## src/design/klp_pkg.sv

```systemverilog
// ---------------------------------------------------------------------------
// klp_pkg
// Shared types, constants and character classifiers for the key list block.
// ---------------------------------------------------------------------------
package klp_pkg;

  localparam int KEY_BYTES_DEF         = 32;
  localparam int ALIAS_BYTES_DEF       = 12;
  localparam int ALIAS_ASCII_BYTES_DEF = 3;
  localparam int MAX_KEYS_DEF          = 16;

  localparam logic [10:0] CHAR_TOTAL_MAX = 11'd2047;
  localparam logic [7:0]  CH_COLON = 8'h3A;
  localparam logic [7:0]  CH_SLASH = 8'h2F;
  localparam logic [7:0]  CH_EQUAL = 8'h3D;
  localparam logic [7:0]  CH_PLUS  = 8'h2B;

  typedef enum logic [1:0] {
    KIND_CHAR   = 2'd0,
    KIND_END    = 2'd1,
    KIND_LOOKUP = 2'd2,
    KIND_NONE   = 2'd3
  } kind_t;

  typedef enum logic [1:0] {
    ST_ACCEPTED  = 2'd0,
    ST_SYNTAX    = 2'd1,
    ST_KEY_WORD  = 2'd2,
    ST_NOT_FOUND = 2'd3
  } status_t;

  typedef enum logic [1:0] {
    BK_IDLE,
    BK_SCAN,
    BK_READ,
    BK_EMIT
  } bk_state_t;

  // Queue entry from front to back.
  typedef struct packed {
    logic        is_end;
    logic [1:0]  end_status;
    logic [4:0]  end_count;
    logic [31:0] alias_high;
    logic [63:0] alias_low;
  } cmd_t;

  // Table-clear and count-publish signals from front to back.
  typedef struct packed {
    logic       clear;
    logic       publish;
    logic [4:0] count;
  } tbl_ctl_t;

  function automatic logic [6:0] b64_val(input logic [7:0] c);
    logic [6:0] v;
    v = 7'h40;
    if (c >= 8'h41 && c <= 8'h5A) v = {1'b0, 6'(c - 8'h41)};
    else if (c >= 8'h61 && c <= 8'h7A) v = {1'b0, 6'(c - 8'h61 + 8'd26)};
    else if (c >= 8'h30 && c <= 8'h39) v = {1'b0, 6'(c - 8'h30 + 8'd52)};
    else if (c == CH_PLUS) v = 7'd62;
    else if (c == CH_SLASH) v = 7'd63;
    return v;
  endfunction

  function automatic logic [4:0] hex_val(input logic [7:0] c);
    logic [4:0] v;
    v = 5'h10;
    if (c >= 8'h30 && c <= 8'h39) v = {1'b0, 4'(c - 8'h30)};
    else if (c >= 8'h61 && c <= 8'h66) v = {1'b0, 4'(c - 8'h61 + 8'd10)};
    else if (c >= 8'h41 && c <= 8'h46) v = {1'b0, 4'(c - 8'h41 + 8'd10)};
    return v;
  endfunction

endpackage

```

## src/design/klp_queue.sv

```systemverilog
// ---------------------------------------------------------------------------
// klp_queue
// Two-entry command queue between parser and lookup engine.
// ---------------------------------------------------------------------------
module klp_queue (
  input  logic          clk,
  input  logic          rst_n,
  input  logic          push,
  input  klp_pkg::cmd_t wdata,
  output logic          full,
  input  logic          pop,
  output logic          empty,
  output klp_pkg::cmd_t rdata
);
  import klp_pkg::*;

  cmd_t       slot_r [2];
  logic       wp_r, wp_nxt, rp_r, rp_nxt;
  logic [1:0] cnt_r, cnt_nxt;

  assign full  = cnt_r == 2'd2;
  assign empty = cnt_r == 2'd0;
  assign rdata = slot_r[rp_r];

  always_comb begin
    wp_nxt  = wp_r ^ push;
    rp_nxt  = rp_r ^ pop;
    cnt_nxt = cnt_r + 2'(push) - 2'(pop);
  end

  always_ff @(posedge clk) begin
    if (!rst_n) begin
      wp_r  <= 1'b0;
      rp_r  <= 1'b0;
      cnt_r <= '0;
    end else begin
      wp_r  <= wp_nxt;
      rp_r  <= rp_nxt;
      cnt_r <= cnt_nxt;
    end
  end

  always_ff @(posedge clk) if (push) slot_r[wp_r] <= wdata;
endmodule

```

## config.mk

```make
export PLATFORM = sky130hd
export DESIGN_NAME = klp_queue
export DESIGN_NICKNAME = d
export VERILOG_FILES = /design/src/design/klp_pkg.sv /design/src/design/klp_queue.sv
export SDC_FILE = /design/constraint.sdc
export NUM_CORES = 1
export LEC_CHECK = 0
export BUFFER_PORTS_ARGS = -buffer_cell sky130_fd_sc_hd__buf_4
export CAP_MARGIN = 10
export CORE_MARGIN = 4
export CORE_UTILIZATION = 56
export DETAILED_ROUTE_END_ITERATION = 12
export PLACE_DENSITY = 0.84
export SLEW_MARGIN = 20
export SYNTH_ARGS = -nofsm -noshare
export SYNTH_HDL_FRONTEND = slang
export SYNTH_SLANG_ARGS = --single-unit
```

## constraint.sdc

```tcl
create_clock -name clk -period 10.5 [get_ports clk]
set_input_delay 1.575 -clock clk [delete_from_list [all_inputs] [get_ports clk]]
set_output_delay 1.575 -clock clk [all_outputs]
set_load 0.05 [all_outputs]
```

-- Word-level counts from Yosys, hierarchy flattened
Memory sizes are Yosys's and may differ from the RTL's. A register that Yosys moved wholly into a read port is not among the register bits.
Cells that the tools add are included.
- flip-flop bits (word level): 4
- bits in latches: 0
- memory bits (writable): 208
- ROM bits: 0
- logic and storage cells: 13
- memories kept: 1
- memories (name ; depth ; width ; rd ports ; clocked after Yosys merged registers in ; wr ports ; RTL line ; source):
    slot_r ; 2 ; 104 ; 1 ; 1 ; 1 ; klp_queue.sv:17 ; cmd_t slot_r [2];
- add/subtract/negate cells: 2
- multiply operators: 0
- divide/modulo/power cells: 0
- order comparisons: 0
- equality and inequality tests: 1
- shifts and indexed selects: 0
- multiplexer cells: 3
- bitwise logic cells: 2
- reduce and logical (&&, ||, !) cells: 1
- operators with widths (kind ; count):
    two-way mux 1 bit ; 3
    adder 2 x 1 -> 2 bit ; 1
    equality test 2 bit (second input constant) ; 1
    logical NOT 2 bit ; 1
    subtractor 2 x 1 -> 2 bit ; 1
    XOR 1 bit ; 2

-- Longest topological paths before layout
Gate-level depths: netlist of run 1.
- depth in word-level cells: 2
- gate-level depth with buffers: 6
- gate-level depth less buffers: 6

-- Worst setup path before layout of run 1
Ideal clock, no wire load.
- path kind: input to register
- start point: input push
- end point: memory slot_r[0][0] in the netlist's numbering, enable pin
- setup time: 0.475 ns
- arrival: 4.033 ns
- data required time: 10.025 ns
- slack: 5.991 ns
- cell stages on the path: 1
- path through: ha_1
- cells in the longest elaborated chain, start to end: 2
- RTL lines (item ; RTL line ; source):
    from (decl) ; klp_queue.sv:8 ; input logic push,
    two-way mux 1 bit ; klp_queue.sv:43 ; always_ff @(posedge clk) if (push) slot_r[wp_r] <= wdata;
    two-way mux 1 bit (not written as such) ; klp_queue.sv:43 ;
    to (decl) ; klp_queue.sv:17 ;
No other way between the ends.

==> results of run 1 <==
[final cells by class]
type | count | area share, %
Inverter | 3 | 0.108
Sequential cell | 213 | 60.9
Multi-Input combinational cell | 117 | 14.8
Clock inverter | 15 | 1.43
Tap cell | 180 | 2.16
Clock buffer | 22 | 5.07
Timing Repair Buffer | 216 | 15.5
[metrics by stage]
step           instance area, sq um  setup WS, ns
2_1_floorplan                  7990          5.99
3_3_place_gp                   9750          6.59
3_5_place_dp                   9750          6.56
4_1_cts                       10400          6.04
5_1_grt                       10400          5.94
6_report                      10400          6.10
[cells in the final DEF, fill, tap and decap left out, drive strengths merged]
cell and instances:
buf 216, edfxtp 208, mux2 104, clkbuf 22, clkinv 11, dfxtp 5
ha 4, inv 3, and2 3, nor2b 3, bufinv 3, nor2 1
xor2 1, xnor3 1, clkinvlp 1
[registers in the layout, indices dropped and copies added, names as in the netlist, named ones only]
name,cells
cnt_r,2
rp_r,1
slot_r,208
wp_r,1
[report_power, final]
group,total [uW],switching [uW],internal (uW),leakage (uW)
Sequential,1020,22.3,993,0.00199
Clock,726,287,439,0.000332
Combinational,402,250,151,0.00173
[how the worst max path moves through the flow]
stage / from / endpoint / slack, ns
2_1_floorplan: push / slot_r[0][0]$_DFFE_PP_ / 5.99
3_3_place_gp: register / rdata[0] / 6.59
3_5_place_dp: register / rdata[6] / 6.56
4_1_cts: register / rdata[0] / 6.04
5_1_grt: register / rdata[0] / 5.94
6_report: register / rdata[1] / 6.10
[metal layers]
metal,wire length [um],vias up,track usage (%)
li1,-,1813,-
met1,5710,1965,22.0
met2,7970,189,32.5
met3,1350,20,4.89
met4,249,0,4.61
met5,0,-,0
[cell families (layout without fill, tap and decap cells)]
group / count (synthesis) / in the layout / synth area share (%)
fa+ha+maj: 4 / 4 / 0.626
mux: 104 / 104 / 17.5
simple gates: 7 / 7 / 0.517
xor+xnor: 2 / 2 / 0.391
flops: 213 / 213 / 79.4
buf+inv: 15 / 256 / 1.57
[worst max-delay path, delay by kind of cell, from the launching register on]
kind,cells,cell delay [ns]
buffers and inverters,2,1.04
DFF,1,0.85
muxes,1,0.42
==> results.toml, run 1 <==
[setup_path]
r2r_start = "wp_r$_SDFF_PN0_"
crit_fanout = 53
r2r_end = "slot_r[0][99]$_DFFE_PP_"
cp.arrival_ns = 2.82
r2r_slack_ns = 8.42
crit_type = "register to primary output"
critPathSlowestCell = "dfxtp_4"
critPathMaxStageDelay_ns = 0.85
reg2reg_depth = 3
crit_chain = "buf_4, mux2_2, buf_4"
cpMostUsedCell = "buf_4"
cp-start-kind = "register"
critPathCaptureType = "primary output"
required_ns = 8.93

[timing]
rsz0062_at_grt = "no"
period_share_pct = 41.9
period_minus_slack_ns = 4.40
slew_headroom_pct = 37.1
hold_viol = 0
final_max_slew_viol_count = 0
tns_ns = 0
max_freq_ghz = 0.227
tightest_slew_ns = 0.943
finalSetupViolCount = 0
fin_worst_skew_ns = 0.00976
holdWs_ns = 0.601

[route]
drt_iter0_drc = 214
avgRoutedWirePerCell_um = 19.9
first_pass_iters = 6
routed_wl_mm = 15.3
vias_per_cell = 5.20
drc = 0
ant_nets = 0
vias = 3987

[layout]
fin_cells = 766
fill_cells = 783
multiInputGateArea_sq_um = 1540
final_util_pct = 74.8
fin_nets = 684
n_antenna_cell = 0
syn2layout_area_growth_pct = 30.5
drive_gt1_share_pct = 60.2
seq_area_sq_um = 6350

[status]
status = "complete, no violations"

[clock_network]
hold_buffers = 0
cts_tree = "yes"
numCtsBuffers = 21
cts_num_sinks = 213
post-cts-setup-buffers = 0
htreeDepth = 1
cts_resized = 0
clkLatencyLatePin_ns = 0.47
clk_pin_slew_ns = 0.06
clockBufferDepth = 3
clk_root_buffer_cell = "clkbuf_16"

[floorplanning]
fp.coreArea_sq_um = 13900
die_area_sq_um = 16200
die_h_um = 127
ioPinCount = 214
rows = 43
start_util_pct = 57.3
die_w_um = 127

[synth]
ys_ff_latch = 213
synth.distinct_cells = 14
synthFlopType = "edfxtp_1"
synthTopCellsByArea = "edfxtp_1, mux2_4, mux2_2"
synth_edf_count = 208
avgSynthCellArea_sq_um = 23.2
synth_fp_nets = 457
yosysMostFrequentCell = "edfxtp_1"
synth_top_area_share_pct = 78.2
async_flop_share_pct = 0
syn-cell-area_sq_um = 7990
yosysSeqAreaShare_pct = 79.4
synthCells = 345
ys_top_cells_by_count = "edfxtp_1, mux2_4, mux2_2"
synth_area_leader_cell = "edfxtp_1"
ys_warn_count = 0

[pwr]
powerDensity_nw_per_um2 = 205
irDropWorstVdd_uv = 186
p_leak_uw = 0.00405
p_total_uw = 2140

[min_path]
min_path_cells = 2
hold_start = "rp_r$_SDFF_PN0_"
hold_class = "register to register"

[run]
cap_violations = 0

[grt]
antenna_found_initial = 0
grt_util_all_layers_pct = 18.2
grt_pass1_vias = 4317
grt_max_degree = 62
grt_pass1_wl_mm = 22.9
grt_overflow = 0

[placement]
gp_congestion = 0.722
dp.cells = 729
dp.final_hpwl_mm = 10.1
io_buffers = 213
Power figures use the tool's default switching activity.
==> inputs of run 2 (changes only) <==
--- a/config.mk
+++ b/config.mk
@@ -5,12 +5,13 @@
 export SDC_FILE = /design/constraint.sdc
 export NUM_CORES = 1
 export LEC_CHECK = 0
+export ABC_AREA = 1
 export BUFFER_PORTS_ARGS = -buffer_cell sky130_fd_sc_hd__buf_4
 export CAP_MARGIN = 10
 export CORE_MARGIN = 4
-export CORE_UTILIZATION = 56
+export CORE_UTILIZATION = 47
 export DETAILED_ROUTE_END_ITERATION = 12
-export PLACE_DENSITY = 0.84
+export PLACE_DENSITY = 0.75
 export SLEW_MARGIN = 20
 export SYNTH_ARGS = -nofsm -noshare
 export SYNTH_HDL_FRONTEND = slang
==> constraint.sdc (replaced) <==
create_clock -name clk -period 3.6 [get_ports clk]
set_input_delay 0.54 -clock clk [delete_from_list [all_inputs] [get_ports clk]]
set_output_delay 0.54 -clock clk [all_outputs]
set_load 0.05 [all_outputs]
==> results.toml, run 2 <==
[status]
status = "complete, no violations"

[synth]
synth_area_leader_cell = "edfxtp_1"
ys_top_cells_by_count = "edfxtp_1, mux2_4, mux2_2"
synth_top_area_share_pct = 78.2
synthCells = 353
synth_edf_count = 208
avgSynthCellArea_sq_um = 22.6
ys_ff_latch = 213
synthFlopType = "edfxtp_1"
ys_warn_count = 0
synth_fp_nets = 465
yosysSeqAreaShare_pct = 79.4
synth.distinct_cells = 14
syn-cell-area_sq_um = 7990
yosysMostFrequentCell = "edfxtp_1"
async_flop_share_pct = 0
synthTopCellsByArea = "edfxtp_1, mux2_4, mux2_2"

[route]
avgRoutedWirePerCell_um = 18.6
routed_wl_mm = 15.2
ant_nets = 0
vias = 3993
first_pass_iters = 4
drc = 0
drt_iter0_drc = 186
vias_per_cell = 4.88

[setup_path]
critPathSlowestCell = "dfxtp_4"
crit_chain = "buf_4, mux2_2, buf_4"
critPathCaptureType = "primary output"
r2r_start = "wp_r$_SDFF_PN0_"
reg2reg_depth = 3
cp.depth = 3
cpMostUsedCell = "buf_4"
critPathMaxStageDelay_ns = 0.68
r2r_slack_ns = 1.84
crit_fanout = 33
required_ns = 3.06
critical_path_buf_inv_count = 2
critPathTopFamily = "buffers and inverters"
crit_type = "register to primary output"
cp.arrival_ns = 2.31
cp-start-kind = "register"
r2r_end = "slot_r[0][90]$_DFFE_PP_"

[layout]
fin_nets = 695
largest_reg_flops = 208
top_regs = "slot_r (208), cnt_r (2)"
layout_common_cells = "buf_4, edfxtp_1, mux2_4, mux2_2, clkbuf_16"
final_common_cell = "buf_4"
largest_register = "slot_r"
drive_gt1_share_pct = 60.1
fin_cells = 819
syn2layout_area_growth_pct = 32.0
n_antenna_cell = 0

[floorplanning]
die_area_sq_um = 19100
rows = 47
start_util_pct = 48.0
die_w_um = 138
die_h_um = 138
fp.coreArea_sq_um = 16600
ioPinCount = 214

[pwr]
p_leak_uw = 0.00409
irDropWorstVdd_uv = 370
powerDensity_nw_per_um2 = 593

[timing]
slew_headroom_pct = 54.8
fin_worst_skew_ns = 0.00344
max_freq_ghz = 0.351
period_share_pct = 79.2
period_minus_slack_ns = 2.85
finalSetupViolCount = 0
rsz0062_at_grt = "no"
tightest_slew_ns = 0.678
final_max_slew_viol_count = 0
hold_viol = 0
tns_ns = 0

[grt]
grt_overflow = 0
grt_pass1_vias = 4474
grt_pass1_wl_mm = 23.8
grt_max_degree = 59
antenna_found_initial = 0
grt_util_all_layers_pct = 15.4

[clock_network]
hold_buffers = 0
clk_root_buffer_cell = "clkbuf_16"
cts_tree = "yes"
numCtsBuffers = 22
post-cts-setup-buffers = 0
clkLatencyLatePin_ns = 0.49
cts_resized = 0
cts_num_sinks = 213
htreeDepth = 1
clk_pin_slew_ns = 0.06
clockBufferDepth = 3

[min_path]
hold_start = "wdata[65]"
hold_class = "input pin to register"
hold_end = "slot_r[0][65]$_DFFE_PP_"
min_path_cells = 1

[placement]
dp.final_hpwl_mm = 10.2
gp_congestion = 0.731
io_buffers = 213
dp.cells = 779

[run]
cap_violations = 0
[run 2: cells by family after synthesis]
kind of cell | synth area share [%]
AO/OA/AOI/OAI | 0.0626
multiplexers | 17.5
buffers and inverters | 1.75
adder cells (fa/ha/maj) | 0.626
flip-flops | 79.4
AND/OR/NAND/NOR | 0.532
XOR/XNOR | 0.110
[run 2: layer usage]
layer  part of all wire [%]  global-route usage, %
met1                     39                   18.9
met2                     49                   26.2
met3                     10                   5.70
met4                    1.8                   3.48
met5                      0                      0
[run 2: cell type report]
| class | instances | area, sq um |
|---|---|---|
| well taps | 220 | 275 |
| repair buffers | 218 | 1670 |
| multi-input cells | 121 | 1530 |
| clock inverters | 13 | 103 |
| clock buffers | 27 | 591 |
| inverters | 7 | 26.3 |
| flip-flops and latches | 213 | 6350 |
| fillers | 1190 | 6100 |
[run 2: report_power, final]
part	switching, uW	total (uW)	internal (uW)
Combinational	731	1170	437
Clock	889	2130	1250
Sequential	54.8	2950	2890
[run 2: worst max-delay path by stage]
stage,slack (ns),start,to
floorplan,0.13,push,slot_r[0][0]$_DFFE_PP_
global placement,1.28,register,rdata[29]
CTS,0.70,register,rdata[5]
global route,0.64,register,rdata[39]
finish,0.75,register,rdata[42]
detailed placement,1.23,register,rdata[42]
[run 2: metrics by stage]
step                      hold slack (ns)  worst slack [ns]  utilization, %  instance area [sq um]  total power [uW]
after floorplan                     0.480             0.126               -                   7990              3810
after detailed placement            0.517              1.23            59.2                   9850              4180
after global placement              0.499              1.28            59.2                   9850              4150
after CTS                           0.208             0.703            63.4                  10500              6330
after global routing                0.208             0.642            63.4                  10500              6490
final                               0.235             0.750            63.4                  10500              6250
[run 2: worst register-to-register path: cells and delay by family (launching register included)]
family     cells  cell delay [ns]
flops          1             0.33
fa+ha+maj      1             0.58
buf+inv        2             0.48
==> inputs of run 3 (changes only) <==
--- a/config.mk
+++ b/config.mk
@@ -9,9 +9,9 @@
 export BUFFER_PORTS_ARGS = -buffer_cell sky130_fd_sc_hd__buf_4
 export CAP_MARGIN = 10
 export CORE_MARGIN = 4
-export CORE_UTILIZATION = 47
+export CORE_UTILIZATION = 52
 export DETAILED_ROUTE_END_ITERATION = 12
-export PLACE_DENSITY = 0.75
+export PLACE_DENSITY = 0.79
 export SLEW_MARGIN = 20
 export SYNTH_ARGS = -nofsm -noshare
 export SYNTH_HDL_FRONTEND = slang
==> constraint.sdc (replaced) <==
create_clock -name clk -period 2.8 [get_ports clk]
set_input_delay 0.42 -clock clk [delete_from_list [all_inputs] [get_ports clk]]
set_output_delay 0.42 -clock clk [all_outputs]
set_load 0.05 [all_outputs]
==> results.toml, run 3 (same netlist as run 2, synthesis figures left out) <==
[route]
vias_per_cell = 5.04
vias = 3953
ant_nets = 0
drt_iter0_drc = 168
routed_wl_mm = 14.7
avgRoutedWirePerCell_um = 18.7
drc = 0
first_pass_iters = 4

[layout]
n_antenna_cell = 0
fin_cells = 784
layout_common_cells = "buf_4, edfxtp_1, mux2_4, mux2_2, clkbuf_16"
final_cell_area_sq_um = 10500
fin_nets = 696
largest_reg_flops = 208
syn2layout_area_growth_pct = 31.2
final_common_cell = "buf_4"
largest_register = "slot_r"
drive_gt1_share_pct = 58.9
top_regs = "slot_r (208), cnt_r (2)"

[floorplanning]
die_h_um = 132
die_area_sq_um = 17400
fp.coreArea_sq_um = 15100
rows = 45
start_util_pct = 52.7
ioPinCount = 214
die_w_um = 132

[timing]
tightest_slew_ns = 0.568
fin_worst_skew_ns = 0.00727
tns_ns = 0
finalSetupViolCount = 0
period_share_pct = 79.7
period_minus_slack_ns = 2.23
hold_viol = 0
final_max_slew_viol_count = 0
max_freq_ghz = 0.448
slew_headroom_pct = 62.1
rsz0062_at_grt = "no"

[setup_path]
crit_chain = "buf_12, mux2_2, buf_4"
cp.arrival_ns = 1.81
critPathTopFamily = "buffers and inverters"
critPathCaptureType = "primary output"
cp-start-kind = "register"
crit_fanout = 47
crit_type = "register to primary output"
critical_path_buf_inv_count = 2
critPathMaxStageDelay_ns = 0.41
critPathSlowestCell = "mux2_2"
r2r_slack_ns = 1.37
required_ns = 2.38

[grt]
grt_pass1_wl_mm = 22.6
grt_max_degree = 63
grt_overflow = 0
antenna_found_initial = 0
grt_util_all_layers_pct = 16.3
grt_pass1_vias = 4300

[clock_network]
cts_tree = "yes"
hold_buffers = 0
numCtsBuffers = 22
clockBufferDepth = 3
cts_num_sinks = 213
clkLatencyLatePin_ns = 0.49
cts_resized = 0
post-cts-setup-buffers = 0
clk_root_buffer_cell = "clkbuf_16"
htreeDepth = 1
clk_pin_slew_ns = 0.06

[pwr]
powerDensity_nw_per_um2 = 757
irDropWorstVdd_uv = 536
p_leak_uw = 0.00408

[placement]
dp.final_hpwl_mm = 9.81
io_buffers = 213
dp.cells = 748
gp_congestion = 0.752
place_area_sq_um = 9830

[min_path]
hold_class = "input pin to register"

[status]
status = "complete, no violations"

[run]
cap_violations = 0
==> run 3: layer usage <==
metal | global-route usage, % | part of all wire (%) | routed length (um) | up-vias
met4 | 4.61 | 1.9 | 280 | 0
met1 | 20.4 | 41 | 5960 | 1912
li1 | - | - | - | 1847
met3 | 5.42 | 8.9 | 1310 | 25
met5 | 0 | 0 | 0 | -
met2 | 27.3 | 49 | 7150 | 169
==> run 3: cell type report <==
class	instances	area, sq um
Clock buffer	28	594
Tap cell	188	235
Timing Repair Buffer	219	1690
Inverter	7	26.3
Clock inverter	8	57.6
Multi-Input combinational cell	121	1530
Sequential cell	213	6350
Fill cell	978	4660
==> run 3: per-stage QoR <==
stage	hold WS, ns	power, uW	util, %	setup WS (ns)
2_1_floorplan	0.480	4890	-	0.576
3_3_place_gp	0.495	5340	64.9	1.09
3_5_place_dp	0.516	5370	64.9	1.09
4_1_cts	0.0917	8040	69.2	0.553
5_1_grt	0.0904	8240	69.2	0.512
6_report	0.112	7940	69.2	0.568
==> run 3: power by group <==
| part | internal, uW | switching [uW] |
|---|---|---|
| logic | 563 | 952 |
| registers | 3720 | 50.5 |
| clock network | 1570 | 1080 |
==> run 3: worst paths after layout <==
| check | depth (start not counted) | from | to |
|---|---|---|---|
| worst max-delay path | 3 | register | rdata[10] |
| worst min-delay path | 1 | wdata[102] | slot_r[0][102]$_DFFE_PP_ |
| worst max register to register | 3 | wp_r$_SDFF_PN0_ | slot_r[0][25]$_DFFE_PP_ |
| worst min register to register | 2 | rp_r$_SDFF_PN0_ | rp_r$_SDFF_PN0_ |
