<file path="config.mk">
export PLATFORM = sky130hd
export DESIGN_NAME = klp_back_flat
export DESIGN_NICKNAME = d
export VERILOG_FILES = /design/src/design/klp_pkg.sv /design/src/design/klp_out_if.sv /design/src/design/klp_back.sv /design/src/flat_wrapper.sv
export SDC_FILE = /design/constraint.sdc
export NUM_CORES = 1
export LEC_CHECK = 0
export BUFFER_PORTS_ARGS = -buffer_cell sky130_fd_sc_hd__buf_2
export CELL_PAD_IN_SITES_DETAIL_PLACEMENT = 1
export CELL_PAD_IN_SITES_GLOBAL_PLACEMENT = 1
export CORE_AREA = 2 2 140 142
export DETAILED_ROUTE_END_ITERATION = 10
export DIE_AREA = 0 0 142 144
export PLACE_DENSITY = 0.84
export SYNTH_ARGS = -nofsm -noshare
export SYNTH_HDL_FRONTEND = slang
export SYNTH_SLANG_ARGS = --single-unit
</file>
<file path="constraint.sdc">
create_clock -name clk -period 6.2 [get_ports clk]
set_input_delay 0.62 -clock clk [delete_from_list [all_inputs] [get_ports clk]]
set_output_delay 0.62 -clock clk [all_outputs]
set_load 0.03 [all_outputs]
</file>
<file path="src/design/klp_pkg.sv">
// ---------------------------------------------------------------------------
// klp_pkg
// Shared types, constants and character classifiers for the key list block.
// ---------------------------------------------------------------------------
package klp_pkg;

  localparam int KEY_BYTES_DEF         = 32;
  localparam int ALIAS_BYTES_DEF       = 12;
  localparam int ALIAS_ASCII_BYTES_DEF = 3;
  localparam int MAX_KEYS_DEF          = 16;

  localparam logic [10:0] CHAR_TOTAL_MAX = 11'd2047;
  localparam logic [7:0]  CH_COLON = 8'h3A;
  localparam logic [7:0]  CH_SLASH = 8'h2F;
  localparam logic [7:0]  CH_EQUAL = 8'h3D;
  localparam logic [7:0]  CH_PLUS  = 8'h2B;

  typedef enum logic [1:0] {
    KIND_CHAR   = 2'd0,
    KIND_END    = 2'd1,
    KIND_LOOKUP = 2'd2,
    KIND_NONE   = 2'd3
  } kind_t;

  typedef enum logic [1:0] {
    ST_ACCEPTED  = 2'd0,
    ST_SYNTAX    = 2'd1,
    ST_KEY_WORD  = 2'd2,
    ST_NOT_FOUND = 2'd3
  } status_t;

  typedef enum logic [1:0] {
    BK_IDLE,
    BK_SCAN,
    BK_READ,
    BK_EMIT
  } bk_state_t;

  // Queue entry from front to back.
  typedef struct packed {
    logic        is_end;
    logic [1:0]  end_status;
    logic [4:0]  end_count;
    logic [31:0] alias_high;
    logic [63:0] alias_low;
  } cmd_t;

  // Table-clear and count-publish signals from front to back.
  typedef struct packed {
    logic       clear;
    logic       publish;
    logic [4:0] count;
  } tbl_ctl_t;

  function automatic logic [6:0] b64_val(input logic [7:0] c);
    logic [6:0] v;
    v = 7'h40;
    if (c >= 8'h41 && c <= 8'h5A) v = {1'b0, 6'(c - 8'h41)};
    else if (c >= 8'h61 && c <= 8'h7A) v = {1'b0, 6'(c - 8'h61 + 8'd26)};
    else if (c >= 8'h30 && c <= 8'h39) v = {1'b0, 6'(c - 8'h30 + 8'd52)};
    else if (c == CH_PLUS) v = 7'd62;
    else if (c == CH_SLASH) v = 7'd63;
    return v;
  endfunction

  function automatic logic [4:0] hex_val(input logic [7:0] c);
    logic [4:0] v;
    v = 5'h10;
    if (c >= 8'h30 && c <= 8'h39) v = {1'b0, 4'(c - 8'h30)};
    else if (c >= 8'h61 && c <= 8'h66) v = {1'b0, 4'(c - 8'h61 + 8'd10)};
    else if (c >= 8'h41 && c <= 8'h46) v = {1'b0, 4'(c - 8'h41 + 8'd10)};
    return v;
  endfunction

endpackage

</file>
<file path="src/design/klp_out_if.sv">
// ---------------------------------------------------------------------------
// klp_out_if
// Result channel: valid/ready with result payload.
// ---------------------------------------------------------------------------
interface klp_out_if;
  logic        valid;
  logic        ready;
  logic [1:0]  status;
  logic [4:0]  key_count;
  logic [63:0] key_word;
  logic        last;
  modport source (output valid, status, key_count, key_word, last, input ready);
  modport sink   (input valid, status, key_count, key_word, last, output ready);
endinterface

</file>
<file path="src/design/klp_back.sv">
// ---------------------------------------------------------------------------
// klp_back
// Command executor: reports list ends and walks the alias table for lookups,
// streaming the matching key words out through a result register.
// ---------------------------------------------------------------------------
module klp_back #(
  parameter int KEY_BYTES   = klp_pkg::KEY_BYTES_DEF,
  parameter int ALIAS_BYTES = klp_pkg::ALIAS_BYTES_DEF,
  parameter int MAX_KEYS    = klp_pkg::MAX_KEYS_DEF
) (
  input  logic              clk,
  input  logic              rst_n,
  input  klp_pkg::tbl_ctl_t tbl,
  input  logic              q_empty,
  input  klp_pkg::cmd_t     q_data,
  output logic              q_pop,
  output logic              idle,
  output logic [3:0]        al_raddr,
  input  logic [95:0]       al_rdata,
  output logic [5:0]        key_raddr,
  input  logic [63:0]       key_rdata,
  klp_out_if.source         out_ch
);
  import klp_pkg::*;

  localparam int KEY_WORDS = (KEY_BYTES + 7) / 8;

  bk_state_t   st_r, st_nxt;
  logic [4:0]  count_r, count_nxt;
  logic [4:0]  idx_r, idx_nxt;
  logic [1:0]  w_r, w_nxt;
  logic        ov_r, ov_nxt;
  logic [1:0]  os_r, os_nxt;
  logic [4:0]  oc_r, oc_nxt;
  logic [63:0] ow_r, ow_nxt;
  logic        ol_r, ol_nxt;
  logic [95:0] mask;
  logic        hit;
  logic        out_free;

  always_comb begin
    mask = '0;
    for (int j = 0; j < 12; j++)
      if (j < ALIAS_BYTES) mask[95 - 8*j -: 8] = 8'hFF;
  end

  assign hit      = ((al_rdata ^ {q_data.alias_high, q_data.alias_low}) & mask) == '0;
  assign out_free = !ov_r || out_ch.ready;
  assign idle     = (st_r == BK_IDLE);
  assign al_raddr = idx_r[3:0];
  assign key_raddr = {idx_r[3:0], w_r};

  assign out_ch.valid     = ov_r;
  assign out_ch.status    = os_r;
  assign out_ch.key_count = oc_r;
  assign out_ch.key_word  = ow_r;
  assign out_ch.last      = ol_r;

  always_comb begin
    st_nxt    = st_r;
    count_nxt = count_r;
    idx_nxt   = idx_r;
    w_nxt     = w_r;
    q_pop     = 1'b0;
    ov_nxt    = ov_r && !out_ch.ready;
    os_nxt    = os_r;
    oc_nxt    = oc_r;
    ow_nxt    = ow_r;
    ol_nxt    = ol_r;
    if (tbl.clear) count_nxt = '0;
    if (tbl.publish) count_nxt = tbl.count;
    unique case (st_r)
      BK_IDLE: begin
        if (!q_empty && out_free) begin
          if (q_data.is_end) begin
            q_pop  = 1'b1;
            ov_nxt = 1'b1;
            os_nxt = q_data.end_status;
            oc_nxt = q_data.end_count;
            ow_nxt = '0;
            ol_nxt = 1'b1;
          end else begin
            idx_nxt = '0;
            w_nxt   = '0;
            st_nxt  = BK_SCAN;
          end
        end
      end
      BK_SCAN: begin
        // Registered alias read for idx_r lands next cycle.
        if (idx_r >= count_r || idx_r >= 5'(MAX_KEYS)) begin
          if (out_free) begin
            q_pop  = 1'b1;
            ov_nxt = 1'b1;
            os_nxt = ST_NOT_FOUND;
            oc_nxt = '0;
            ow_nxt = '0;
            ol_nxt = 1'b1;
            st_nxt = BK_IDLE;
          end
        end else begin
          st_nxt = BK_READ;
        end
      end
      BK_READ: begin
        if (hit) st_nxt = BK_EMIT;
        else begin
          idx_nxt = idx_r + 5'd1;
          st_nxt  = BK_SCAN;
        end
      end
      BK_EMIT: begin
        // key_rdata holds word w_r, read from the address set up in BK_READ.
        if (out_free) begin
          ov_nxt = 1'b1;
          os_nxt = ST_KEY_WORD;
          oc_nxt = '0;
          ow_nxt = key_rdata;
          ol_nxt = (w_r == 2'(KEY_WORDS - 1));
          if (w_r == 2'(KEY_WORDS - 1)) begin
            q_pop  = 1'b1;
            st_nxt = BK_IDLE;
          end else begin
            w_nxt  = w_r + 2'd1;
            st_nxt = BK_READ;
          end
        end
      end
      default: st_nxt = BK_IDLE;
    endcase
  end

  always_ff @(posedge clk) begin
    if (!rst_n) begin
      st_r    <= BK_IDLE;
      count_r <= '0;
      idx_r   <= '0;
      w_r     <= '0;
      ov_r    <= 1'b0;
    end else begin
      st_r    <= st_nxt;
      count_r <= count_nxt;
      idx_r   <= idx_nxt;
      w_r     <= w_nxt;
      ov_r    <= ov_nxt;
    end
  end

  always_ff @(posedge clk) begin
    os_r <= os_nxt;
    oc_r <= oc_nxt;
    ow_r <= ow_nxt;
    ol_r <= ol_nxt;
  end
endmodule

</file>
<file path="src/flat_wrapper.sv">
// flat-port wrapper written by rule: the top's interface ports become plain ports
module klp_back_flat import klp_pkg::*;
#(
  parameter int KEY_BYTES   = klp_pkg::KEY_BYTES_DEF,
  parameter int ALIAS_BYTES = klp_pkg::ALIAS_BYTES_DEF,
  parameter int MAX_KEYS    = klp_pkg::MAX_KEYS_DEF
)
  (clk, rst_n, tbl, q_empty, q_data, q_pop, idle, al_raddr, al_rdata, key_raddr, key_rdata, out_ch_valid, out_ch_status, out_ch_key_count, out_ch_key_word, out_ch_last, out_ch_ready);
  klp_out_if out_ch_i ();
  input  logic clk;
  input  logic rst_n;
  input  klp_pkg::tbl_ctl_t tbl;
  input  logic q_empty;
  input  klp_pkg::cmd_t q_data;
  output logic q_pop;
  output logic idle;
  output logic [3:0] al_raddr;
  input  logic [95:0] al_rdata;
  output logic [5:0] key_raddr;
  input  logic [63:0] key_rdata;
  output wire logic [$bits(out_ch_i.valid)-1:0] out_ch_valid;
  output wire logic [$bits(out_ch_i.status)-1:0] out_ch_status;
  output wire logic [$bits(out_ch_i.key_count)-1:0] out_ch_key_count;
  output wire logic [$bits(out_ch_i.key_word)-1:0] out_ch_key_word;
  output wire logic [$bits(out_ch_i.last)-1:0] out_ch_last;
  input wire logic [$bits(out_ch_i.ready)-1:0] out_ch_ready;
  assign out_ch_valid = out_ch_i.valid;
  assign out_ch_status = out_ch_i.status;
  assign out_ch_key_count = out_ch_i.key_count;
  assign out_ch_key_word = out_ch_i.key_word;
  assign out_ch_last = out_ch_i.last;
  assign out_ch_i.ready = out_ch_ready;
  klp_back #(.KEY_BYTES(KEY_BYTES), .ALIAS_BYTES(ALIAS_BYTES), .MAX_KEYS(MAX_KEYS)) u_core (.clk(clk), .rst_n(rst_n), .tbl(tbl), .q_empty(q_empty), .q_data(q_data), .q_pop(q_pop), .idle(idle), .al_raddr(al_raddr), .al_rdata(al_rdata), .key_raddr(key_raddr), .key_rdata(key_rdata), .out_ch(out_ch_i));
endmodule
</file>
# ---- Word level (Yosys, flattened, before mapping)
# Index checks and enable logic that the tools add are counted.
dict set report totals {
  reg_bits 87
  inputBits 275
  out_inout_bits 85
}
dict set report classes {
  n_addsub 2
  n_lt_le_gt_ge 2
  n_eq_ne 13
  mux 54
  bitwise_logic 1
  n_reduce_logical 18
}
# op n
set ops {}
lappend ops {{$mux 64} 5}
lappend ops {{$pmux 64 s3} 1}
lappend ops {{$logic_not 96->1} 1}
lappend ops {{$xor 96x96->96} 1}
lappend ops {{$mux 5} 9}
lappend ops {{$mux 2} 16}
lappend ops {{$mux 1} 15}
lappend ops {{$pmux 5 s3} 1}
lappend ops {{$reduce_and 4->1} 3}
lappend ops {{$pmux 5 s2} 1}
lappend ops {{$pmux 1 s3} 3}
lappend ops {{$ne 2x1->1 const B} 4}
lappend ops {{$ne 2x2->1 const B} 4}
lappend ops {{$pmux 2 s4} 1}
lappend ops {{$eq 2x2->1 const B} 3}
lappend ops {{$pmux 2 s3} 1}
lappend ops {{$reduce_and 6->1} 1}
lappend ops {{$reduce_bool 2->1} 3}
lappend ops {{$add 5x1->5 const B} 1}
lappend ops {{$ge 5x5->1} 1}
lappend ops {{$ge 5x5->1 const B} 1}
lappend ops {{$reduce_and 5->1} 1}
lappend ops {{$pmux 2 s2} 1}
lappend ops {{$logic_not 1->1} 3}
lappend ops {{7 further kinds} 9}

# ---- Longest topological paths before layout
# Gate-level depths: netlist of the first run.
dict set report depth {
  depth_word 5
  mapped_depth 9
  mapped_depth_nobuf 9
}

# ---- Least setup slack after synthesis of the first run
# Ideal clock, no wire load.
dict set report synth_timing {
  kind {register to register}
  start {register u_core.idx_r[0]}
  end {register u_core.ow_r[0] (netlist: u_core.out_ch.key_word[0]) (enable)}
  setup_ps 492
  t_arrival_ps 4360
  required_ps 5708
  path_slack_ps 1347
  path_stages_with_launch 10
  path_buffers 0
  period_less_slack_ps 4853
  cell_sequence {dfxtp_1 inv_1 ha_1 nand2b_1 a21o_1 a21o_1 a21oi_1 o21ai_0 a22oi_1 nor2_1}
}
dict set report synth_between {
  elab_chain_cells 4
  elab_cells_between_ends 5
  classes_between {order compare (2); eq/ne (1); reduce/logical (2)}
}
# element line
set synth_lines {}
lappend synth_lines {{start: declaration} klp_back.sv:30} ;# logic [4:0] idx_r, idx_nxt;
lappend synth_lines {{start signal: assignment} klp_back.sv:143} ;# idx_r <= idx_nxt;
lappend synth_lines {{$ge 5x5->1} klp_back.sv:91} ;# if (idx_r >= count_r || idx_r >= 5'(MAX_KEYS)) begin
lappend synth_lines {{$logic_or 1x1->1 *} klp_back.sv:91}
lappend synth_lines {{$ne 2x1->1 (no line) *} --}
lappend synth_lines {{$reduce_and 6->1 (no line) *} --}
lappend synth_lines {{end signal: assignment} klp_back.sv:152} ;# ow_r <= ow_nxt;
lappend synth_lines {{end: declaration} klp_back.sv:35} ;# logic [63:0] ow_r, ow_nxt;
# Every way passes the cells marked *; elsewhere a longest branch is shown, timed or not.
# A chain may end at the register's enable or synchronous reset.

# ---- Worst setup path after layout of the first run
dict set report layout_timing {
  start {register u_core.idx_r[0]}
  end {output q_pop}
}
dict set report layout_between {
  elab_chain_cells 4
  elab_cells_between_ends 5
  classes_between {order compare (2); mux (2); reduce/logical (1)}
}
# element line
set layout_lines {}
lappend layout_lines {{$ge 5x5->1} klp_back.sv:91}
lappend layout_lines {{$logic_or 1x1->1 *} klp_back.sv:91}
lappend layout_lines {{$mux 1 *} klp_back.sv:91}
lappend layout_lines {{$pmux 1 s3 *} klp_back.sv:72} ;# unique case (st_r)
lappend layout_lines {{end: declaration} flat_wrapper.sv:15} ;# output logic q_pop;
# Marked as above.

==> flow_summary.json, run 1 <==
{
  "postSynth.asyncResetShare_pct": 0,
  "synth-simple-area-share_pct": 21.5,
  "antenna_found_initial": 5,
  "die_area_sq_mm": 0.0204,
  "drt_iter0_markers": 163,
  "grt_overflow_total": 0,
  "cp-end-kind": "output pin",
  "power_density_mw_per_mm2": 219,
  "grt_pass1_wl_um": 26600,
  "clock_sinks": 87,
  "drc": 0,
  "synth_flop_cell": "edfxtp_1",
  "design_area_sq_mm": 0.00713,
  "dr.pass1.iters": 4,
  "hold_start": "u_core.w_r[0]",
  "route.vias.total": 4855,
  "wl_um": 18300,
  "yosysWarnings": 0,
  "reg2reg_slack_ns": 2.90,
  "max_freq_mhz": 297,
  "syn_to_final_growth_pct": 47.5,
  "hold_buffers": 0,
  "avgSynthCellArea_sq_um": 10.6,
  "irDropWorstVdd_v": 0.000126,
  "syn_inst": 455,
  "p_leak_nw": 3.52,
  "io_pins": 360,
  "synth_edf_count": 72,
  "dp_hpwl_um": 15500,
  "postCtsResizedCells": 0,
  "r2r_start": "u_core.idx_r[0]",
  "min_period_ns": 3.36,
  "synth_compound_area_share_pct": 8.46,
  "cts.clk_slew.worst_paths_ns": 0.07,
  "die_x_um": 142,
  "hp-class": "reg2reg",
  "ys_ff_latch": 87,
  "fin_crit_sh_pct": 54.2,
  "syn-num-nets": 737,
  "synth_top_area_share_pct": 44.7,
  "core_sq_mm": 0.0191,
  "fp-row-count": 51,
  "cap_violations": 0,
  "grtUsageTotal_pct": 17.0,
  "skew_ns": 0.00698,
  "synth_top_area_cell": "edfxtp_1",
  "insertion_delay_ns": 0.34,
  "fin_setup_tns_ns": 0,
  "yosysSeqAreaShare_pct": 50.9,
  "die_height_um": 144,
  "wl_per_cell_um": 17.5,
  "via_per_inst": 4.64,
  "synth_top_cells_by_count": "72 x edfxtp_1, 64 x and3_1, 41 x inv_1",
  "worst_pin_slew_ns": 1.05,
  "critical_path_class": "reg2out",
  "finalMaxSlewViolations": 0,
  "relSlewSlack_pct": 29.7,
  "hold_viol": 0,
  "hold_end": "u_core.w_r[0]",
  "start_util_pct": 25.3,
  "synth_fa_ha_area_share_pct": 1.81,
  "r2r-end": "u_core.out_ch.key_word[51]",
  "clockBufferDepth": 2,
  "grt_pass1_vias": 5031,
  "cts_tree": "built",
  "drive_gt1_share_pct": 47.8,
  "rsz0062_at_grt": "false",
  "synthMuxAreaShare_pct": 0.621,
  "io_buffer_count": 359,
  "gp_congestion": 0.906,
  "holdPathStages": 2,
  "cp.arrival_ns": 2.74,
  "htreeDepth": 3,
  "cp_max_fo": 6,
  "postLayoutCoreUtil_pct": 37.4,
  "cp-start-kind": "register",
  "dpl_cell_area_sq_mm": 0.00682,
  "synth_area_sq_mm": 0.00483,
  "setup_viol": 0,
  "synth_top_family_by_area": "simple AND/OR/NAND/NOR gates",
  "grt_max_degree": 78,
  "detail-route-antenna-nets": 0,
  "r2r_cells": 10,
  "crit_required_ns": 5.58,
  "ys_top_cells_by_area": "edfxtp_1 45%, and3_1 8.3%, xnor2_1 7.2%",
  "cts_setup_buffers": 0,
  "synth_xor_area_share_pct": 10.7,
  "clockRootBuffer": "clkbuf_16",
  "fin_nets": 1081,
  "cts_buffers": 9,
  "yosysMostFrequentCell": "edfxtp_1",
  "outcome": "completed",
  "synth_cell_types": 48
}
## per-stage QoR
step / power (mW) / hold WS, ns / std cells / setup WS [ns]
after detailed placement: 1.04 / 0.506 / 1026 / 2.93
after floorplan: 0.879 / 0.493 / 455 / 1.35
final: 1.56 / 0.509 / 1046 / 2.84
after global routing: 1.63 / 0.545 / 1046 / 2.53
after CTS: 1.58 / 0.516 / 1042 / 2.79
after global placement: 1.04 / 0.492 / 1026 / 3.05
## final cells by class
type | instances | area (sq um)
Fill cell | 2260 | 12000
Sequential cell | 87 | 2460
Antenna cell | 4 | 10.0
Timing Repair Buffer | 361 | 1810
Tap cell | 238 | 298
Inverter | 41 | 154
Multi-Input combinational cell | 299 | 2090
Clock inverter | 7 | 76.3
Clock buffer | 9 | 225
## critical path, stage by stage (launching register included)
cell	delay [ns]
dfxtp_1	0.41
inv_1	0.09
ha_1	0.29
nand2b_1	0.14
a21o_1	0.17
a21o_1	0.17
a21oi_1	0.14
o21ai_0	0.18
a22oi_1	0.47
nor3_1	0.14
buf_2	0.21
## worst max path at each step
stage,start,end,cells after the start
6_report,u_core.idx_r[0],q_pop,10
3_5_place_dp,u_core.idx_r[0],u_core.out_ch.key_word[35],10
3_3_place_gp,u_core.st_r[1],u_core.idx_r[4],7
4_1_cts,u_core.idx_r[0],q_pop,10
2_1_floorplan,u_core.idx_r[0],u_core.out_ch.key_word[0],9
5_1_grt,u_core.idx_r[0],q_pop,10
## report_power, final
group          total (mW)  internal (mW)  switching [mW]
sequential          0.696          0.674          0.0218
combinational       0.332          0.136           0.195
clock               0.532          0.286           0.247
## cells in the final DEF (no fill, tap or decap), drive strengths merged, types with 2 or more instances in the layout
master / n
nand3: 7
mux2i: 3
a21boi: 5
o22ai: 8
a22o: 2
edfxtp: 72
nor4: 12
o21ai: 6
nand4: 14
a221oi: 2
ha: 7
nor3: 10
buf: 361
nand2b: 21
nor2: 8
o221ai: 3
xor2: 19
inv: 44
clkbuf: 9
nand2: 10
a31oi: 2
diode: 4
dfxtp: 15
a21oi: 9
a21o: 2
o2111ai: 6
and3: 64
xnor2: 40
clkinv: 4
nor2b: 19
o21a: 2
a22oi: 5
## flip-flops by register name, indices dropped and copies added, names as in the netlist
signal	count
u_core.out_ch.key_word	64
u_core.count_r	5
u_core.idx_r	5
u_core.out_ch.key_count	5
u_core.out_ch.status	2
u_core.st_r	2
u_core.w_r	2
u_core.out_ch.last	1
u_core.out_ch.valid	1
## per-layer routing
metal | vias to the layer above | GRT usage [%] | part of all wire, %
met3 | 33 | 4.93 | 7.8
met2 | 244 | 32.9 | 53
met1 | 2248 | 17.2 | 36
met5 | - | 0 | 0.071
met4 | 2 | 6.63 | 2.9
li1 | 2328 | - | -
## cell families after synthesis
group                    count (synthesis)
XOR/XNOR                                59
buffers and inverters                   69
AO/OA/AOI/OAI                           57
multiplexers                             3
AND/OR/NAND/NOR                        173
flip-flops                              87
adder cells (fa/ha/maj)                  7
No activity file was read; power rests on OpenSTA's default activity.
==> run 2, diff against run 1 <==
--- a/config.mk
+++ b/config.mk
@@ -8,10 +8,10 @@
 export BUFFER_PORTS_ARGS = -buffer_cell sky130_fd_sc_hd__buf_2
 export CELL_PAD_IN_SITES_DETAIL_PLACEMENT = 1
 export CELL_PAD_IN_SITES_GLOBAL_PLACEMENT = 1
-export CORE_AREA = 2 2 140 142
+export CORE_MARGIN = 2
+export CORE_UTILIZATION = 26
 export DETAILED_ROUTE_END_ITERATION = 10
-export DIE_AREA = 0 0 142 144
-export PLACE_DENSITY = 0.84
+export PLACE_DENSITY = 0.88
 export SYNTH_ARGS = -nofsm -noshare
 export SYNTH_HDL_FRONTEND = slang
 export SYNTH_SLANG_ARGS = --single-unit
==> constraint.sdc (replaced) <==
create_clock -name clk -period 2.9 [get_ports clk]
set_input_delay 0.29 -clock clk [delete_from_list [all_inputs] [get_ports clk]]
set_output_delay 0.29 -clock clk [all_outputs]
set_load 0.03 [all_outputs]
==> flow_summary.json, run 2 (synthesis results as in run 1) <==
{
  "outcome": "completed",
  "insertion_delay_ns": 0.34,
  "drt_iter0_markers": 171,
  "cp-end-kind": "output pin",
  "detail-route-antenna-nets": 0,
  "crit_chain": "inv_1, ha_1, nand2b_1, a21o_1, a21o_1, a21oi_1, o21ai_1, a22oi_2, nor3_1, buf_2",
  "hp-class": "in2reg",
  "cts_tree": "built",
  "core_sq_mm": 0.0181,
  "final_common_cell": "buf_2",
  "cts_buffers": 9,
  "die_x_um": 140,
  "fin_crit_sh_pct": 92.5,
  "crit_required_ns": 2.61,
  "regArea_sq_mm": 0.00246,
  "grt_overflow_total": 0,
  "start_util_pct": 26.7,
  "htreeDepth": 3,
  "drc": 0,
  "hold_buffers": 0,
  "via_per_inst": 4.74,
  "multi_input_area_sq_mm": 0.00209,
  "postLayoutCoreUtil_pct": 39.8,
  "syn_to_final_growth_pct": 48.9,
  "clockBufferDepth": 2,
  "r2r_start": "u_core.idx_r[0]",
  "antenna_found_initial": 3,
  "endpoint": "q_pop",
  "finalMaxSlewViolations": 0,
  "cp_slowest_cell": "dfxtp_1",
  "slowest_delay_ns": 0.33,
  "r2r_cells": 10,
  "drive_gt1_share_pct": 48.2,
  "gp_congestion": 0.932,
  "io_buffer_count": 359,
  "fin_nets": 1086,
  "io_pins": 360,
  "die_height_um": 140,
  "dp_hpwl_um": 16000,
  "cp_max_fo": 4,
  "r2r-end": "u_core.out_ch.key_word[63]",
  "p_leak_nw": 3.56,
  "min_period_ns": 2.68,
  "wl_um": 19100,
  "relSlewSlack_pct": 53.7,
  "power_density_mw_per_mm2": 484,
  "cap_violations": 0,
  "clockRootBuffer": "clkbuf_16",
  "worst_pin_slew_ns": 0.695,
  "fillers": 2160,
  "clock_sinks": 87,
  "die_area_sq_mm": 0.0197,
  "grtUsageTotal_pct": 18.9,
  "dr.pass1.iters": 4,
  "grt_pass1_vias": 5194,
  "fp-row-count": 49,
  "max_freq_mhz": 373,
  "irDropWorstVdd_v": 0.000212,
  "critical_path_class": "reg2out",
  "setup_viol": 0,
  "cts.clk_slew.worst_paths_ns": 0.07,
  "reg2reg_slack_ns": 0.52,
  "grt_pass1_wl_um": 28600,
  "route.vias.total": 4931,
  "cp-start-kind": "register",
  "critPathLaunch": "u_core.idx_r[0]",
  "final_cell_mix": "359 x buf_2, 72 x edfxtp_1, 64 x and3_1",
  "largest_register_ffs": 64,
  "cp.arrival_ns": 2.39,
  "rsz0062_at_grt": "false",
  "hold_viol": 0,
  "cp_common_cell": "a21o_1",
  "wl_per_cell_um": 18.3,
  "grt_max_degree": 83,
  "fin_setup_tns_ns": 0,
  "skew_ns": 0.00843
}
-- run 2: metal layers --
| layer | GRT usage (%) | vias up | share of wire [%] |
|---|---|---|---|
| met1 | 21.4 | 2314 | 39 |
| met5 | 0 | - | 0 |
| met4 | 5.74 | 0 | 2.1 |
| met2 | 34.9 | 254 | 52 |
| li1 | - | 2336 | - |
| met3 | 4.85 | 27 | 7.2 |
-- run 2: cell type report --
cell class / instances / share of cell area (%)
Multi-Input combinational cell: 299 / 29.1
Sequential cell: 87 / 34.2
Timing Repair Buffer: 366 / 25.9
Antenna cell: 3 / 0.104
Clock inverter: 7 / 1.43
Clock buffer: 9 / 3.13
Tap cell: 229 / 3.98
Inverter: 41 / 2.14
-- run 2: stage by stage --
stage               instances  worst slack (ns)  power [mW]  cell area [sq um]  hold WS, ns
finish                   1041             0.219        3.48               7200        0.213
global route             1041            0.0103        3.63               7200        0.214
CTS                      1038            0.0568        3.52               7180        0.201
detailed placement       1022             0.333        2.24               6860        0.496
global placement         1022             0.308        2.22               6860        0.483
floorplan                 455            0.0181        1.88               4840        0.440
-- run 2: how the worst min path moves through the flow --
| stage | from | endpoint | cells past startpoint |
|---|---|---|---|
| 2_1_floorplan | rst_n | u_core.idx_r[4] | 1 |
| 3_3_place_gp | u_core.w_r[0] | u_core.w_r[0] | 2 |
| 3_5_place_dp | u_core.w_r[0] | u_core.w_r[0] | 2 |
| 4_1_cts | q_data[102] | u_core.out_ch.status[1] | 2 |
| 5_1_grt | q_data[102] | u_core.out_ch.status[1] | 2 |
| 6_report | q_data[102] | u_core.out_ch.status[1] | 2 |
-- run 2: critical path, delay by kind of cell (launching register included) --
kind	cells	cell delay [ns]
compound gates	5	0.96
fa+ha+maj	1	0.27
buf+inv	2	0.26
flops	1	0.33
simple gates	2	0.25
-- run 2: repair_timing --
action / 4_1_cts / 5_1_grt
resized for setup: 0 / 1
buffers inserted: 0 / 0
setup endpoints to repair: 0 / 1
-- run 2: power by group --
part | switching, mW | internal (mW) | leakage (nW) | total, mW
logic | 0.445 | 0.300 | 2.58 | 0.745
clock network | 0.509 | 0.764 | 0.157 | 1.27
registers | 0.0241 | 1.44 | 0.824 | 1.47
==> run 3, diff against run 2 <==
--- a/config.mk
+++ b/config.mk
@@ -6,6 +6,7 @@
 export NUM_CORES = 1
 export LEC_CHECK = 0
 export BUFFER_PORTS_ARGS = -buffer_cell sky130_fd_sc_hd__buf_2
+export CAP_MARGIN = 30
 export CELL_PAD_IN_SITES_DETAIL_PLACEMENT = 1
 export CELL_PAD_IN_SITES_GLOBAL_PLACEMENT = 1
 export CORE_MARGIN = 2
==> constraint.sdc (replaced) <==
create_clock -name clk -period 2.9 [get_ports clk]
set_input_delay 0.87 -clock clk [delete_from_list [all_inputs] [get_ports clk]]
set_output_delay 0.87 -clock clk [all_outputs]
set_load 0.03 [all_outputs]
==> flow_summary.json, run 3 (synthesis results as in run 1) <==
{
  "final_cell_mix": "358 x buf_2, 72 x edfxtp_1, 64 x and3_1",
  "min_period_ns": 2.91,
  "crit_required_ns": 2.03,
  "routed.top_layer": "met5",
  "holdPathStages": 2,
  "grt_max_degree": 73,
  "design_area_sq_mm": 0.00730,
  "skew_ns": 0.0104,
  "p_leak_nw": 3.62,
  "core_sq_mm": 0.0181,
  "wl_met3_um": 1550,
  "drive_gt1_share_pct": 50.0,
  "clock_sinks": 87,
  "fin_nets": 1099,
  "start_util_pct": 26.7,
  "setup_viol": 1,
  "place_inst": 1032,
  "hold_buffers": 0,
  "worst_pin_slew_ns": 0.571,
  "route.vias.total": 4962,
  "fin_crit_sh_pct": 100,
  "die_x_um": 140,
  "die_height_um": 140,
  "cp-end-kind": "output pin",
  "fin_setup_tns_ns": -0.00718,
  "cts.clk_slew.worst_paths_ns": 0.07,
  "grt_pass1_wl_um": 28600,
  "postLayoutCoreUtil_pct": 40.4,
  "htreeDepth": 3,
  "cp_max_fo": 2,
  "finalWorstSetupSlack_ns": -0.00718,
  "grt_overflow_total": 0,
  "rsz0062_at_grt": "true",
  "wl_per_cell_um": 18.0,
  "hold_viol": 0,
  "largest_register_ffs": 64,
  "gp_congestion": 0.889,
  "io_pins": 360,
  "clockRootBuffer": "clkbuf_16",
  "relSlewSlack_pct": 61.8,
  "clockBufferDepth": 2,
  "cp-start-kind": "register",
  "detail-route-antenna-nets": 0,
  "r2r_cells": 12,
  "drc": 0,
  "grtUsageTotal_pct": 18.7,
  "wl_met2_um": 10100,
  "whs_ns": 0.504,
  "cts_buffers": 9,
  "met1_length_um": 6920,
  "syn_to_final_growth_pct": 51.0,
  "via_per_inst": 4.70,
  "final_common_cell": "buf_2",
  "wl_um": 19100,
  "irDropWorstVdd_v": 0.000241,
  "power_density_mw_per_mm2": 461,
  "outcome": "finished, violations left",
  "cap_violations": 0,
  "reg2reg_slack_ns": 0.25,
  "dr.pass1.iters": 4,
  "insertion_delay_ns": 0.33,
  "critical_path_class": "reg2out",
  "antenna_found_initial": 6,
  "hp-class": "reg2reg",
  "finalMaxSlewViolations": 0,
  "io_buffer_count": 359,
  "max_freq_mhz": 344,
  "dpl_cell_area_sq_mm": 0.00694,
  "cp.arrival_ns": 2.04,
  "fin_cells": 1056,
  "grt_pass1_vias": 5431,
  "violations": "setup timing",
  "die_area_sq_mm": 0.0197,
  "cts_tree": "built",
  "fp-row-count": 49,
  "dp_hpwl_um": 16200,
  "drt_iter0_markers": 168
}
## run 3: cell types whose count changed in the layout (fill, tap and decap cells not counted), sizes merged
cell,previous run,this run
clkinvlp,1,2
inv,43,44
buf,366,379
diode,3,5
bufinv,2,0
## run 3: layout make-up
class | instances | area, sq um
timing repair buffer | 379 | 1960
antenna | 5 | 12.5
fill | 2185 | 10800
clock inverter | 7 | 66.3
clock buffer | 9 | 225
sequential | 87 | 2470
multi-input combinational | 299 | 2130
tap | 229 | 287
inverter | 41 | 154
## run 3: repair_timing
action / in CTS / in global routing
resized for setup: 9 / 0
setup endpoints to repair: 1 / 1
cloned: 0 / 0
pin swaps: 7 / 0
setup buffers: 3 / 0
## run 3: metrics by stage
| stage | worst slack, ns | power [mW] |
|---|---|---|
| after floorplan | 0.00390 | 1.88 |
| after global placement | -0.188 | 2.23 |
| after detailed placement | -0.209 | 2.26 |
| after CTS | -0.00958 | 3.41 |
| after global routing | -0.133 | 3.52 |
| final | -0.00718 | 3.36 |
## run 3: worst paths after layout
| kind | startpoint | endpoint |
|---|---|---|
| max reg2reg | u_core.idx_r[0] | u_core.out_ch.key_word[27] |
| min reg2reg | u_core.w_r[0] | u_core.w_r[0] |
| max | u_core.idx_r[0] | q_pop |
| min | u_core.w_r[0] | u_core.w_r[0] |
## run 3: per-layer routing
metal / vias up / track usage [%]
li1: 2367 / -
met1: 2306 / 19.3
met2: 252 / 36.0
met3: 35 / 5.37
met4: 2 / 6.49
met5: - / 0
## run 3: worst max-delay path: stages (launching register included)
cell      delay, ns
dfxtp_2        0.34
inv_2          0.05
ha_4           0.20
nand2b_4       0.13
a21o_1         0.15
a21o_1         0.16
a21oi_2        0.15
o21ai_2        0.10
a22oi_2        0.21
nor3_2         0.05
buf_4          0.17
## run 3: power by group
group	internal [mW]	leakage, nW	switching (mW)
Combinational	0.320	2.66	0.451
Sequential	1.44	0.825	0.0244
Clock	0.602	0.138	0.526
Total	2.36	3.62	1.00
